`src/rtl/dadsr_pkg.sv`:
```
package dadsr_pkg;

   // Field and datapath widths.
   localparam int TIME_W      = 32;
   localparam int TICK_W      = 24;
   localparam int WEIGHT_W    = 16;
   localparam int SPAN_W      = TICK_W + 2;
   localparam int PROD_W      = TIME_W + WEIGHT_W;
   localparam int REM_W       = TICK_W + 1;
   localparam int DIV_STEPS   = PROD_W;
   localparam int CNT_W       = $clog2(DIV_STEPS);
   localparam int CSR_IDX_W   = 3;
   localparam int REQ_DATA_W  = 40;
   localparam int RSP_DATA_W  = 24;

   // Unity weight in Q1.15.
   localparam logic [WEIGHT_W-1:0] W_ONE = WEIGHT_W'(32768);

   // Register reset values.
   localparam logic [TICK_W-1:0]   DELAY_RST   = TICK_W'(0);
   localparam logic [TICK_W-1:0]   ATTACK_RST  = TICK_W'(480);
   localparam logic [TICK_W-1:0]   DECAY_RST   = TICK_W'(4800);
   localparam logic [WEIGHT_W-1:0] SUSTAIN_RST = WEIGHT_W'(24576);
   localparam logic [TICK_W-1:0]   RELEASE_RST = TICK_W'(4800);

   // Register indexes on the configuration port.
   typedef enum logic [CSR_IDX_W-1:0] {
      CSR_DELAY   = 3'd0,
      CSR_ATTACK  = 3'd1,
      CSR_DECAY   = 3'd2,
      CSR_SUSTAIN = 3'd3,
      CSR_RELEASE = 3'd4
   } csr_index_type;

   // Envelope stage codes as reported on the result channel.
   typedef enum logic [2:0] {
      STAGE_OFF     = 3'd0,
      STAGE_DELAY   = 3'd1,
      STAGE_ATTACK  = 3'd2,
      STAGE_DECAY   = 3'd3,
      STAGE_SUSTAIN = 3'd4,
      STAGE_RELEASE = 3'd5
   } stage_type;

   // Commands from the controller to the datapath.
   typedef struct packed {
      logic load;
      logic classify;
      logic mul;
      logic div_step;
      logic finish;
   } ctl_cmd_type;

   // Status from the datapath to the controller.
   typedef struct packed {
      logic need_div;
      logic out_free;
   } ctl_status_type;

endpackage

```
`src/rtl/dadsr_ctrl.sv`:
```
module dadsr_ctrl (
   input  logic                     clock,
   input  logic                     reset,
   input  logic                     req_tvalid,
   output logic                     req_tready,
   input  dadsr_pkg::ctl_status_type status,
   output dadsr_pkg::ctl_cmd_type    cmd
);

   typedef enum logic [2:0] {
      S_IDLE,
      S_CLASSIFY,
      S_MUL,
      S_DIV,
      S_FINISH
   } state_type;

   state_type                    state_ff, state_in;
   logic [dadsr_pkg::CNT_W-1:0]  count_ff, count_in;

   // Next state and step counter for the serial divider.
   always_comb begin
      state_in = state_ff;
      count_in = count_ff;
      case (state_ff)
         S_IDLE: begin
            if (req_tvalid) begin
               state_in = S_CLASSIFY;
            end
         end
         S_CLASSIFY: begin
            state_in = S_MUL;
         end
         S_MUL: begin
            count_in = '0;
            state_in = status.need_div ? S_DIV : S_FINISH;
         end
         S_DIV: begin
            if (count_ff == dadsr_pkg::CNT_W'(dadsr_pkg::DIV_STEPS - 1)) begin
               state_in = S_FINISH;
            end else begin
               count_in = count_ff + 1'b1;
            end
         end
         S_FINISH: begin
            if (status.out_free) begin
               state_in = S_IDLE;
            end
         end
         default: begin
            state_in = S_IDLE;
         end
      endcase
   end

   // State and counter registers.
   always_ff @(posedge clock) begin
      if (reset) begin
         state_ff <= S_IDLE;
         count_ff <= '0;
      end else begin
         state_ff <= state_in;
         count_ff <= count_in;
      end
   end

   // Command decode.
   always_comb begin
      req_tready   = (state_ff == S_IDLE);
      cmd.load     = (state_ff == S_IDLE) && req_tvalid;
      cmd.classify = (state_ff == S_CLASSIFY);
      cmd.mul      = (state_ff == S_MUL);
      cmd.div_step = (state_ff == S_DIV);
      cmd.finish   = (state_ff == S_FINISH) && status.out_free;
   end

endmodule

```
`src/rtl/dadsr_datapath.sv`:
```
module dadsr_datapath (
   input  logic                                 clock,
   input  logic                                 reset,
   input  logic [dadsr_pkg::REQ_DATA_W-1:0]     req_tdata,
   output logic                                 rsp_tvalid,
   input  logic                                 rsp_tready,
   output logic [dadsr_pkg::RSP_DATA_W-1:0]     rsp_tdata,
   input  logic                                 csr_we,
   input  logic [dadsr_pkg::CSR_IDX_W-1:0]      csr_index,
   input  logic [dadsr_pkg::TICK_W-1:0]         csr_wdata,
   input  dadsr_pkg::ctl_cmd_type               cmd,
   output dadsr_pkg::ctl_status_type            status
);

   localparam int TW = dadsr_pkg::TIME_W;
   localparam int KW = dadsr_pkg::TICK_W;
   localparam int WW = dadsr_pkg::WEIGHT_W;
   localparam int SW = dadsr_pkg::SPAN_W;
   localparam int PW = dadsr_pkg::PROD_W;
   localparam int RW = dadsr_pkg::REM_W;

   // Configuration registers.
   logic [KW-1:0] delay_ff, attack_ff, decay_ff, release_ff;
   logic [WW-1:0] sustain_ff;

   // Voice state.
   logic          key_down_ff, voice_on_ff, releasing_ff;
   logic [TW-1:0] last_time_ff;
   logic [WW-1:0] last_weight_ff;

   // Current request.
   logic          key_ff, pedal_ff;
   logic [TW-1:0] time_ff;

   // Per-request working registers.
   dadsr_pkg::stage_type stage_ff;
   logic [TW-1:0] op_a_ff;
   logic [WW-1:0] op_b_ff;
   logic [KW-1:0] divisor_ff;
   logic          need_div_ff, rel_back_ff;
   logic [PW-1:0] dq_ff;
   logic [RW-1:0] rem_ff;

   // Result register.
   logic          rsp_valid_ff;
   logic [WW-1:0] rsp_weight_ff;
   logic          rsp_sounding_ff;
   dadsr_pkg::stage_type rsp_stage_ff;

   // Classification of the current request.
   logic          vo_new, rl_new, key_rise;
   logic [WW-1:0] sus;
   logic [SW-1:0] d1, d2;
   dadsr_pkg::stage_type stage_in;
   logic [TW-1:0] op_a_in;
   logic [WW-1:0] op_b_in;
   logic [KW-1:0] divisor_in;
   logic          back;

   always_comb begin
      key_rise = key_ff && !key_down_ff;
      vo_new   = key_rise | voice_on_ff;
      rl_new   = key_rise ? 1'b0 : releasing_ff;
      sus      = (sustain_ff > dadsr_pkg::W_ONE) ? dadsr_pkg::W_ONE : sustain_ff;
      d1       = SW'(delay_ff) + SW'(attack_ff);
      d2       = d1 + SW'(decay_ff);
      back     = time_ff < last_time_ff;

      if (!vo_new) begin
         stage_in = dadsr_pkg::STAGE_OFF;
      end else if (key_ff && time_ff < TW'(delay_ff)) begin
         stage_in = dadsr_pkg::STAGE_DELAY;
      end else if (key_ff && time_ff < TW'(d1)) begin
         stage_in = dadsr_pkg::STAGE_ATTACK;
      end else if (key_ff && time_ff < TW'(d2)) begin
         stage_in = dadsr_pkg::STAGE_DECAY;
      end else if (key_ff || (pedal_ff && !rl_new)) begin
         stage_in = dadsr_pkg::STAGE_SUSTAIN;
      end else begin
         stage_in = dadsr_pkg::STAGE_RELEASE;
      end

      op_a_in    = '0;
      op_b_in    = '0;
      divisor_in = release_ff;
      case (stage_in)
         dadsr_pkg::STAGE_ATTACK: begin
            op_a_in    = time_ff - TW'(delay_ff);
            op_b_in    = dadsr_pkg::W_ONE;
            divisor_in = attack_ff;
         end
         dadsr_pkg::STAGE_DECAY: begin
            op_a_in    = time_ff - TW'(d1);
            op_b_in    = dadsr_pkg::W_ONE - sus;
            divisor_in = decay_ff;
         end
         dadsr_pkg::STAGE_RELEASE: begin
            op_a_in    = back ? (last_time_ff - time_ff) : (time_ff - last_time_ff);
            op_b_in    = last_weight_ff;
            divisor_in = release_ff;
         end
         default: begin
            op_a_in = '0;
         end
      endcase
   end

   // One restoring division step: a quotient bit enters at the bottom.
   logic [RW-1:0] rem_shift, rem_diff;
   logic          q_bit;

   always_comb begin
      rem_shift = {rem_ff[RW-2:0], dq_ff[PW-1]};
      rem_diff  = rem_shift - RW'(divisor_ff);
      q_bit     = rem_shift >= RW'(divisor_ff);
   end

   // Final weight from the quotient.
   logic [WW-1:0] w_out;
   logic [WW+1:0] back_sum;
   logic          rel_past, sounding_out;

   always_comb begin
      back_sum = (WW+2)'(last_weight_ff) + (WW+2)'(dq_ff[WW:0]);
      rel_past = op_a_ff >= TW'(release_ff);
      case (stage_ff)
         dadsr_pkg::STAGE_ATTACK: begin
            w_out = dq_ff[WW-1:0];
         end
         dadsr_pkg::STAGE_DECAY: begin
            w_out = dadsr_pkg::W_ONE - dq_ff[WW-1:0];
         end
         dadsr_pkg::STAGE_SUSTAIN: begin
            w_out = sus;
         end
         dadsr_pkg::STAGE_RELEASE: begin
            if (release_ff == '0) begin
               w_out = last_weight_ff >> 1;
            end else if (!rel_back_ff) begin
               w_out = rel_past ? '0 : (last_weight_ff - dq_ff[WW-1:0]);
            end else if ((|dq_ff[PW-1:WW+1]) ||
                         (back_sum > (WW+2)'(dadsr_pkg::W_ONE))) begin
               w_out = dadsr_pkg::W_ONE;
            end else begin
               w_out = back_sum[WW-1:0];
            end
         end
         default: begin
            w_out = '0;
         end
      endcase
      if (stage_ff == dadsr_pkg::STAGE_RELEASE) begin
         sounding_out = (w_out != '0);
      end else begin
         sounding_out = voice_on_ff;
      end
   end

   // Configuration writes; indexes beyond the list are ignored.
   always_ff @(posedge clock) begin
      if (reset) begin
         delay_ff   <= dadsr_pkg::DELAY_RST;
         attack_ff  <= dadsr_pkg::ATTACK_RST;
         decay_ff   <= dadsr_pkg::DECAY_RST;
         sustain_ff <= dadsr_pkg::SUSTAIN_RST;
         release_ff <= dadsr_pkg::RELEASE_RST;
      end else if (csr_we) begin
         case (csr_index)
            dadsr_pkg::CSR_DELAY:   delay_ff   <= csr_wdata;
            dadsr_pkg::CSR_ATTACK:  attack_ff  <= csr_wdata;
            dadsr_pkg::CSR_DECAY:   decay_ff   <= csr_wdata;
            dadsr_pkg::CSR_SUSTAIN: sustain_ff <= csr_wdata[WW-1:0];
            dadsr_pkg::CSR_RELEASE: release_ff <= csr_wdata;
            default: begin
            end
         endcase
      end
   end

   // Voice state updates at classification and at the end of a request.
   always_ff @(posedge clock) begin
      if (reset) begin
         key_down_ff    <= 1'b0;
         voice_on_ff    <= 1'b0;
         releasing_ff   <= 1'b0;
         last_time_ff   <= '0;
         last_weight_ff <= '0;
      end else if (cmd.classify) begin
         key_down_ff  <= key_ff;
         voice_on_ff  <= vo_new;
         releasing_ff <= rl_new | (stage_in == dadsr_pkg::STAGE_RELEASE);
      end else if (cmd.finish) begin
         if (stage_ff == dadsr_pkg::STAGE_RELEASE) begin
            voice_on_ff <= sounding_out;
         end else begin
            last_time_ff   <= time_ff;
            last_weight_ff <= w_out;
         end
      end
   end

   // Request capture, operand setup, multiply and divide.
   always_ff @(posedge clock) begin
      if (cmd.load) begin
         key_ff   <= req_tdata[0];
         pedal_ff <= req_tdata[1];
         time_ff  <= req_tdata[TW+1:2];
      end
      if (cmd.classify) begin
         stage_ff    <= stage_in;
         op_a_ff     <= op_a_in;
         op_b_ff     <= op_b_in;
         divisor_ff  <= divisor_in;
         rel_back_ff <= back;
         need_div_ff <= (stage_in == dadsr_pkg::STAGE_ATTACK) ||
                        (stage_in == dadsr_pkg::STAGE_DECAY) ||
                        ((stage_in == dadsr_pkg::STAGE_RELEASE) && (release_ff != '0));
      end
      if (cmd.mul) begin
         dq_ff  <= PW'(op_a_ff) * PW'(op_b_ff);
         rem_ff <= '0;
      end else if (cmd.div_step) begin
         dq_ff  <= {dq_ff[PW-2:0], q_bit};
         rem_ff <= q_bit ? rem_diff : rem_shift;
      end
   end

   // Result register; it holds until the consumer takes it.
   always_ff @(posedge clock) begin
      if (reset) begin
         rsp_valid_ff <= 1'b0;
      end else if (cmd.finish) begin
         rsp_valid_ff <= 1'b1;
      end else if (rsp_tready) begin
         rsp_valid_ff <= 1'b0;
      end
   end

   always_ff @(posedge clock) begin
      if (cmd.finish) begin
         rsp_weight_ff   <= w_out;
         rsp_sounding_ff <= sounding_out;
         rsp_stage_ff    <= stage_ff;
      end
   end

   always_comb begin
      status.need_div = need_div_ff;
      status.out_free = !rsp_valid_ff || rsp_tready;
      rsp_tvalid      = rsp_valid_ff;
      rsp_tdata       = {4'b0, rsp_stage_ff, rsp_sounding_ff, rsp_weight_ff};
   end

endmodule

```
`src/rtl/dadsr_envelope_with_pedal.sv`:
```
// DADSR envelope for one voice with a sustain pedal. Each request carries the
// key level, the pedal level and the note time; each request gives exactly one
// result with the Q1.15 weight, the sounding flag and the stage. One request is
// worked on at a time. A request in the attack, decay or release stage (with a
// nonzero release span) goes through acceptance, classification, the 32x16
// multiply, the one-bit-per-cycle restoring divider and the load of the result
// register; then the next request can be accepted. The divider sets the rate.
// All other requests skip the divider. A finished result waits in an output
// register, so the next request is taken while the previous result is still
// pending; only a result that is still unread when the next one finishes holds
// the block back. The user must write registers through the csr port only
// while the block is idle; the block itself does not enforce this.
module dadsr_envelope_with_pedal (
   input  logic                                 clock,
   input  logic                                 reset,
   input  logic                                 req_tvalid,
   output logic                                 req_tready,
   // Bits from 0 up: key_held, pedal_held, note_time[31:0], zero fill.
   input  logic [dadsr_pkg::REQ_DATA_W-1:0]     req_tdata,
   output logic                                 rsp_tvalid,
   input  logic                                 rsp_tready,
   // Bits from 0 up: weight[15:0], sounding, stage[2:0], zero fill.
   output logic [dadsr_pkg::RSP_DATA_W-1:0]     rsp_tdata,
   input  logic                                 csr_we,
   input  logic [dadsr_pkg::CSR_IDX_W-1:0]      csr_index,
   input  logic [dadsr_pkg::TICK_W-1:0]         csr_wdata
);

   dadsr_pkg::ctl_cmd_type    cmd;
   dadsr_pkg::ctl_status_type status;

   // Sequencer.
   dadsr_ctrl u_ctrl (
      .clock      (clock),
      .reset      (reset),
      .req_tvalid (req_tvalid),
      .req_tready (req_tready),
      .status     (status),
      .cmd        (cmd)
   );

   // Envelope arithmetic, voice state and registers.
   dadsr_datapath u_datapath (
      .clock      (clock),
      .reset      (reset),
      .req_tdata  (req_tdata),
      .rsp_tvalid (rsp_tvalid),
      .rsp_tready (rsp_tready),
      .rsp_tdata  (rsp_tdata),
      .csr_we     (csr_we),
      .csr_index  (csr_index),
      .csr_wdata  (csr_wdata),
      .cmd        (cmd),
      .status     (status)
   );

endmodule
```
`config.mk`:
```
export PLATFORM = sky130hd
export DESIGN_NAME = dadsr_envelope_with_pedal
export DESIGN_NICKNAME = d
export VERILOG_FILES = /design/src/rtl/dadsr_pkg.sv /design/src/rtl/dadsr_ctrl.sv /design/src/rtl/dadsr_datapath.sv /design/src/rtl/dadsr_envelope_with_pedal.sv
export SDC_FILE = /design/constraint.sdc
export NUM_CORES = 2
export LEC_CHECK = 0
export ABC_AREA = 1
export BUFFER_PORTS_ARGS = -buffer_cell sky130_fd_sc_hd__buf_4
export CAP_MARGIN = 5
export CORE_ASPECT_RATIO = 0.5
export CORE_UTILIZATION = 60
export DETAILED_ROUTE_END_ITERATION = 8
export GPL_TIMING_DRIVEN = 0
export HOLD_SLACK_MARGIN = 0.1
export PLACE_DENSITY_LB_ADDON = 0.1
export SLEW_MARGIN = 20
export SYNTH_ARGS = -nofsm -noshare
export SYNTH_HDL_FRONTEND = slang
export SYNTH_HIERARCHICAL = 1
export SYNTH_SLANG_ARGS = --single-unit
```
`constraint.sdc`:
```
create_clock -name clock -period 23.2 [get_ports clock]
set_input_delay 2.32 -clock clock [delete_from_list [all_inputs] [get_ports clock]]
set_output_delay 2.32 -clock clock [all_outputs]
set_load 0.02 [all_outputs]
```
# Word level (Yosys, flattened, before mapping)
# Index checks and enable logic that the tools add are counted.
[word_totals]
inputBits = 72
reg_bits = 376
elab_cells = 139
output_inout_bits = 26
[classes]
n_mux = 32
n_eq_ne = 20
multipliers = 1
bitwise_logic = 4
addsub = 12
n_reduce_logical = 35
n_lt_le_gt_ge = 8
[ops]
columns = ["cell", "n"]
rows = [
  ["two-way mux 48 bit", 2],
  ["one-hot mux 32 bit (3 select lines)", 1],
  ["two-way mux 16 bit", 5],
  ["less-than comparator 32 x 26 -> 1 bit", 2],
  ["one-hot mux 16 bit (4 select lines)", 1],
  ["subtractor 32 bit", 2],
  ["multiplier 32 x 16 -> 48 bit", 1],
  ["one-hot mux 16 bit (3 select lines)", 1],
  ["one-hot mux 24 bit (2 select lines)", 1],
  [">= comparator 32 x 24 -> 1 bit", 1],
  ["less-than comparator 32 x 24 -> 1 bit", 1],
  ["less-than comparator 32 bit", 1],
  ["two-way mux 32 bit", 1],
  ["subtractor 16 bit (first input constant)", 2],
  ["subtractor 32 x 24 -> 32 bit", 1],
  ["subtractor 32 x 26 -> 32 bit", 1],
  ["OR reduction 31 bit", 1],
  ["adder 26 x 24 -> 26 bit", 1],
  ["adder 24 x 24 -> 25 bit", 1],
  [">= comparator 25 x 24 -> 1 bit", 1],
  ["equality test 3 x 2 -> 1 bit (second input constant)", 8],
  ["logical NOT 24 bit", 1],
  ["two-way mux 24 bit", 1],
  ["two-way mux 3 bit", 8],
  ["other kinds (26)", 66],
]

# Logic depth before layout (Yosys ltp)
[depth]
ltp_word = 14
depth_mapped = 37

# Cells and area by module
# Netlist, hierarchy kept.
[modules_own_cells]
columns = ["module", "area_per_inst_um2", "n_inst", "cells_per_inst", "seq_area_each_um2"]
rows = [
  ["dadsr_datapath", 43430.4, 1, 5736, 9138.8],
  ["dadsr_ctrl", 571.8, 1, 88, 180.2],
]

# Least setup slack after synthesis
# No wires, ideal clock.
[synth_path]
path_type = "reg2reg"
start = "reg u_ctrl.state_ff[0]"
end = "reg u_datapath.last_weight_ff[10]"
path_slack_ps = 15474
setup_time_ps = 115
path_stages_with_launch = 10
required_time_ps = 23085
arrival_ps = 7611
path_cell_list = "dfxtp_1 -> inv_1 -> nor3_1 -> inv_1 -> nand3_1 -> clkbuf_1 -> clkbuf_1 -> a21oi_1 -> o21ai_0 -> inv_1"
[synth_rtl]
columns = ["item", "line_no", "source"]
rows = [
  ["start: declaration", "dadsr_ctrl.sv:18", "state_type state_ff, state_in;"],
  ["start signal: assignment", "dadsr_ctrl.sv:62", "state_ff <= state_in;"],
  ["end signal: assignment", "dadsr_datapath.sv:197", "last_weight_ff <= w_out;"],
  ["end: declaration", "dadsr_datapath.sv:29", "logic [WW-1:0] last_weight_ff;"],
]

# Worst setup path in the final report
[layout_path]
start = "reg u_datapath.op_a_ff[3]"
end = "reg u_datapath.dq_ff[42] (data pin)"
[layout_via]
elab_chain_cells = 2
[layout_lines]
columns = ["item", "line_no", "source"]
rows = [
  ["start: declaration", "dadsr_datapath.sv:37", "logic [TW-1:0] op_a_ff;"],
  ["start signal: assignment", "dadsr_datapath.sv:211", "op_a_ff <= op_a_in;"],
  ["multiplier 32 x 16 -> 48 bit", "dadsr_datapath.sv:220", "dq_ff <= PW'(op_a_ff) * PW'(op_b_ff);"],
  ["two-way mux 48 bit", "dadsr_datapath.sv:219", "if (cmd.mul) begin"],
  ["end signal: assignment", "dadsr_datapath.sv:220", ""],
  ["end signal: assignment", "dadsr_datapath.sv:223", "dq_ff <= {dq_ff[PW-2:0], q_bit};"],
  ["end: declaration", "dadsr_datapath.sv:41", "logic [PW-1:0] dq_ff;"],
]
# Every way passes these cells.
# A chain may end at the register's enable or synchronous reset.

==> reports/qor.txt <==
Die X - 385 µm
Startpoint Class - register
htree depth - 2
pin count of the biggest net entering global routing - 52
post-synth top area cell - fa_1
hold crit path type - register to register
final WL - 154,000 µm
Setup-failing EPs final - 0
Post-synth top cells - 1,266 x nand2_1, 1,088 x inv_1, 456 x a21oi_1
routability cong. - 1.01
Hold EP - u_datapath/last_time_ff[31]$_SDFFE_PP0P_
Root Buffer - clkbuf_16
Die Y - 193 µm
RSZ-0062 raised after global routing - false
Iter 0 DRT Violations - 4,988
post-synthesis cell count - 5,824
R2R setup slack - 14.77 ns
Clock Skews - 0.0310 ns
layout net count - 6,856
count leader, synth - nand2_1
Avg Cell Area, Syn - 7.56 µm²
total of max-cap violations - 0
DRT antenna net count - 0
Initial Util - 61.3%
std cell rows - 69
postcts setup bufs - 0
DP Area - 46,000 µm²
outcome - completed
GRT Total Usage - 41.4%
initial antenna violation count - 9
fillers - 6,370
largest buffer count on any clock path - 3
Async S/R FF share, synth - 0%
flops & latches, synth - 376
CTS Hold Bufs - 0
dominant synthesized flop cell - dfxtp_1
area share of the largest cell type after synthesis - 19.4%
Crit Path Class - register to register
Setup crit start - u_datapath/op_a_ff[3]$_DFFE_PP_
Worst EP required - 23.54 ns
placed insts - 6,885
CTS tree - yes
vias in the first global route - 40,080
unique cell type count in the Yosys netlist - 70
worst hold start - u_datapath/last_time_ff[31]$_SDFFE_PP0P_
worst r2r src - u_datapath/op_a_ff[3]$_DFFE_PP_
WP data arrival - 8.78 ns
fmax - 119 MHz
Die ar. - 74,500 µm²
HPWL Detailed - 127,000 µm
non-filler instance count after layout - 6,959
antenna cells - 0
Hold Vio Cnt, Final - 0
WL/cell - 22.2 µm
top-level I/O count - 98
Area growth syn-to-layout - 7.58%
Sum Neg Setup Slack - 0 ns
area of the placeable core - 71,700 µm²
worst hold stages - 2
endpoint type of the worst setup path - register
fin crit share - 36.3%
Max-slew headroom - 28.8%
GRT overflow - 0
first-pass GRT wire length - 234,000 µm
Worst-Margin Slew - 1.07 ns
Pre-antenna DRT Iters - 7
number of synthesized flops with an enable pin - 179
cells on worst reg2reg path - 26
Post-Layout Inst Area - 47,300 µm²
Ys Warns - 6
Min Clock Period, post-route - 8.43 ns
share of cells above drive strength 1 - 5.17%
sequential-to-total area share from yosys stat - 21.2%
synthesized cell area - 44,000 µm²
clock-pin transition on the worst setup and hold timing paths - 0.07 ns
leading post-synthesis cells by cell area - fa_1 19%, edfxtp_1 12%, ha_1 11%, nand2_1 11%, inv_1 9.3%
crit path max fanout - 10
clock latency on the worst-skew pair - 0.62 ns
Slew Limit Fails - 0
CTS Sinks - 376
vias per cell - 5.94
total number of vias - 41,327
FF-to-FF End - u_datapath/dq_ff[42]$_DFFE_PP_
Num CTS Buffers - 40
Port-buffer cells - 87
# resized after CTS - 0
DRC Markers - 0
-- routing by layer --
| layer | part of all wire, % | up-vias | routed length, µm | global-route usage, % |
|---|---|---|---|---|
| met5 | 0.089 | - | 138 | 0 |
| met4 | 4.6 | 16 | 7110 | 17.0 |
| met3 | 14 | 450 | 21300 | 13.7 |
| met2 | 42 | 2375 | 64300 | 60.7 |
| met1 | 40 | 19601 | 61500 | 55.9 |
| li1 | - | 18885 | - | - |
-- cell families after synthesis --
logic type	Yosys count	share of synthesized area, %
AOI/OAI and AO/OA	1140	14.6
xor gates and xnor gates	177	3.54
adders and majority gates	815	30.5
buffers and inverters	1327	11.6
DFF	376	21.2
muxes	7	0.159
other	1	0.00852
and+or+nand+nor	1981	18.5
-- cell usage in the layout, fill, tap and decap left out, types with 47 or more instances in the layout --
cell type | synthesis | final
nand2_1 | 1266 | 1266
inv_1 | 1088 | 1087
a21oi_1 | 456 | 456
fa_1 | 427 | 427
o21ai_0 | 389 | 389
ha_1 | 388 | 388
nor2_1 | 368 | 367
dfxtp_1 | 197 | 197
clkbuf_1 | 176 | 188
edfxtp_1 | 179 | 179
nand3_1 | 157 | 157
buf_4 | 14 | 109
xor2_1 | 97 | 97
xnor2_1 | 79 | 79
o211ai_1 | 57 | 57
nor3_1 | 49 | 47
-- layout make-up --
cell class | instances | area [µm²] | area share (%)
Multi-Input combinational cell | 4124 | 29600 | 62.6
Sequential cell | 376 | 9320 | 19.7
Inverter | 1105 | 4150 | 8.77
Tap cell | 958 | 1200 | 2.53
Clock buffer | 61 | 1180 | 2.50
Buffer | 222 | 937 | 1.98
Timing Repair Buffer | 100 | 759 | 1.60
Clock inverter | 13 | 155 | 0.328
-- worst max-delay path by stage --
stage	to	slack, ns	depth (start not counted)
global placement	u_datapath/last_weight_ff[10]$_SDFFE_PP0P_	11.59	9
floorplan	u_datapath/last_weight_ff[10]$_SDFFE_PP0P_	15.47	9
global route	u_datapath/dq_ff[42]$_DFFE_PP_	14.59	28
detailed placement	u_datapath/dq_ff[42]$_DFFE_PP_	15.12	26
CTS	u_datapath/dq_ff[42]$_DFFE_PP_	15.08	26
finish	u_datapath/dq_ff[42]$_DFFE_PP_	14.77	26
-- worst max-delay path, cell delays in order, from the launching register on --
cell and delay [ns]:
edfxtp_1 0.67, clkbuf_1 0.60, clkbuf_1 0.66, nand2_1 0.17
fa_1 0.62, fa_1 0.53, inv_1 0.06, fa_1 0.53
inv_1 0.06, fa_1 0.54, fa_1 0.56, inv_1 0.06
fa_1 0.48, ha_1 0.41, a21oi_1 0.19, inv_1 0.08
a21oi_1 0.29, o21ai_0 0.16, nand3_1 0.09, o211ai_1 0.08
a21oi_1 0.32, nor3_1 0.09, nor2_1 0.20, o311ai_0 0.23
or2_2 0.33, nand3_1 0.07, nand2_1 0.07
-- sequential cells by signal (all words and copies together) (netlist names), 24 cells and up --
signal / count
u_datapath/dq_ff: 48
u_datapath/last_time_ff: 32
u_datapath/op_a_ff: 32
u_datapath/time_ff: 32
u_datapath/attack_ff: 24
u_datapath/decay_ff: 24
u_datapath/delay_ff: 24
u_datapath/divisor_ff: 24
u_datapath/release_ff: 24
u_datapath/rem_ff: 24
-- stage by stage --
stage                     hold WS [ns]  worst slack (ns)  utilization, %
after floorplan                  0.421             15.47               -
after global placement           0.459             11.59            63.9
after detailed placement         0.460             15.12            64.1
after CTS                        0.469             15.08            66.0
after global routing             0.496             14.59            66.0
final                            0.473             14.77            66.0
Power is left out: the tool's default activity adds up to more than one toggle a clock period on the data nets, which glitch-free logic cannot reach.
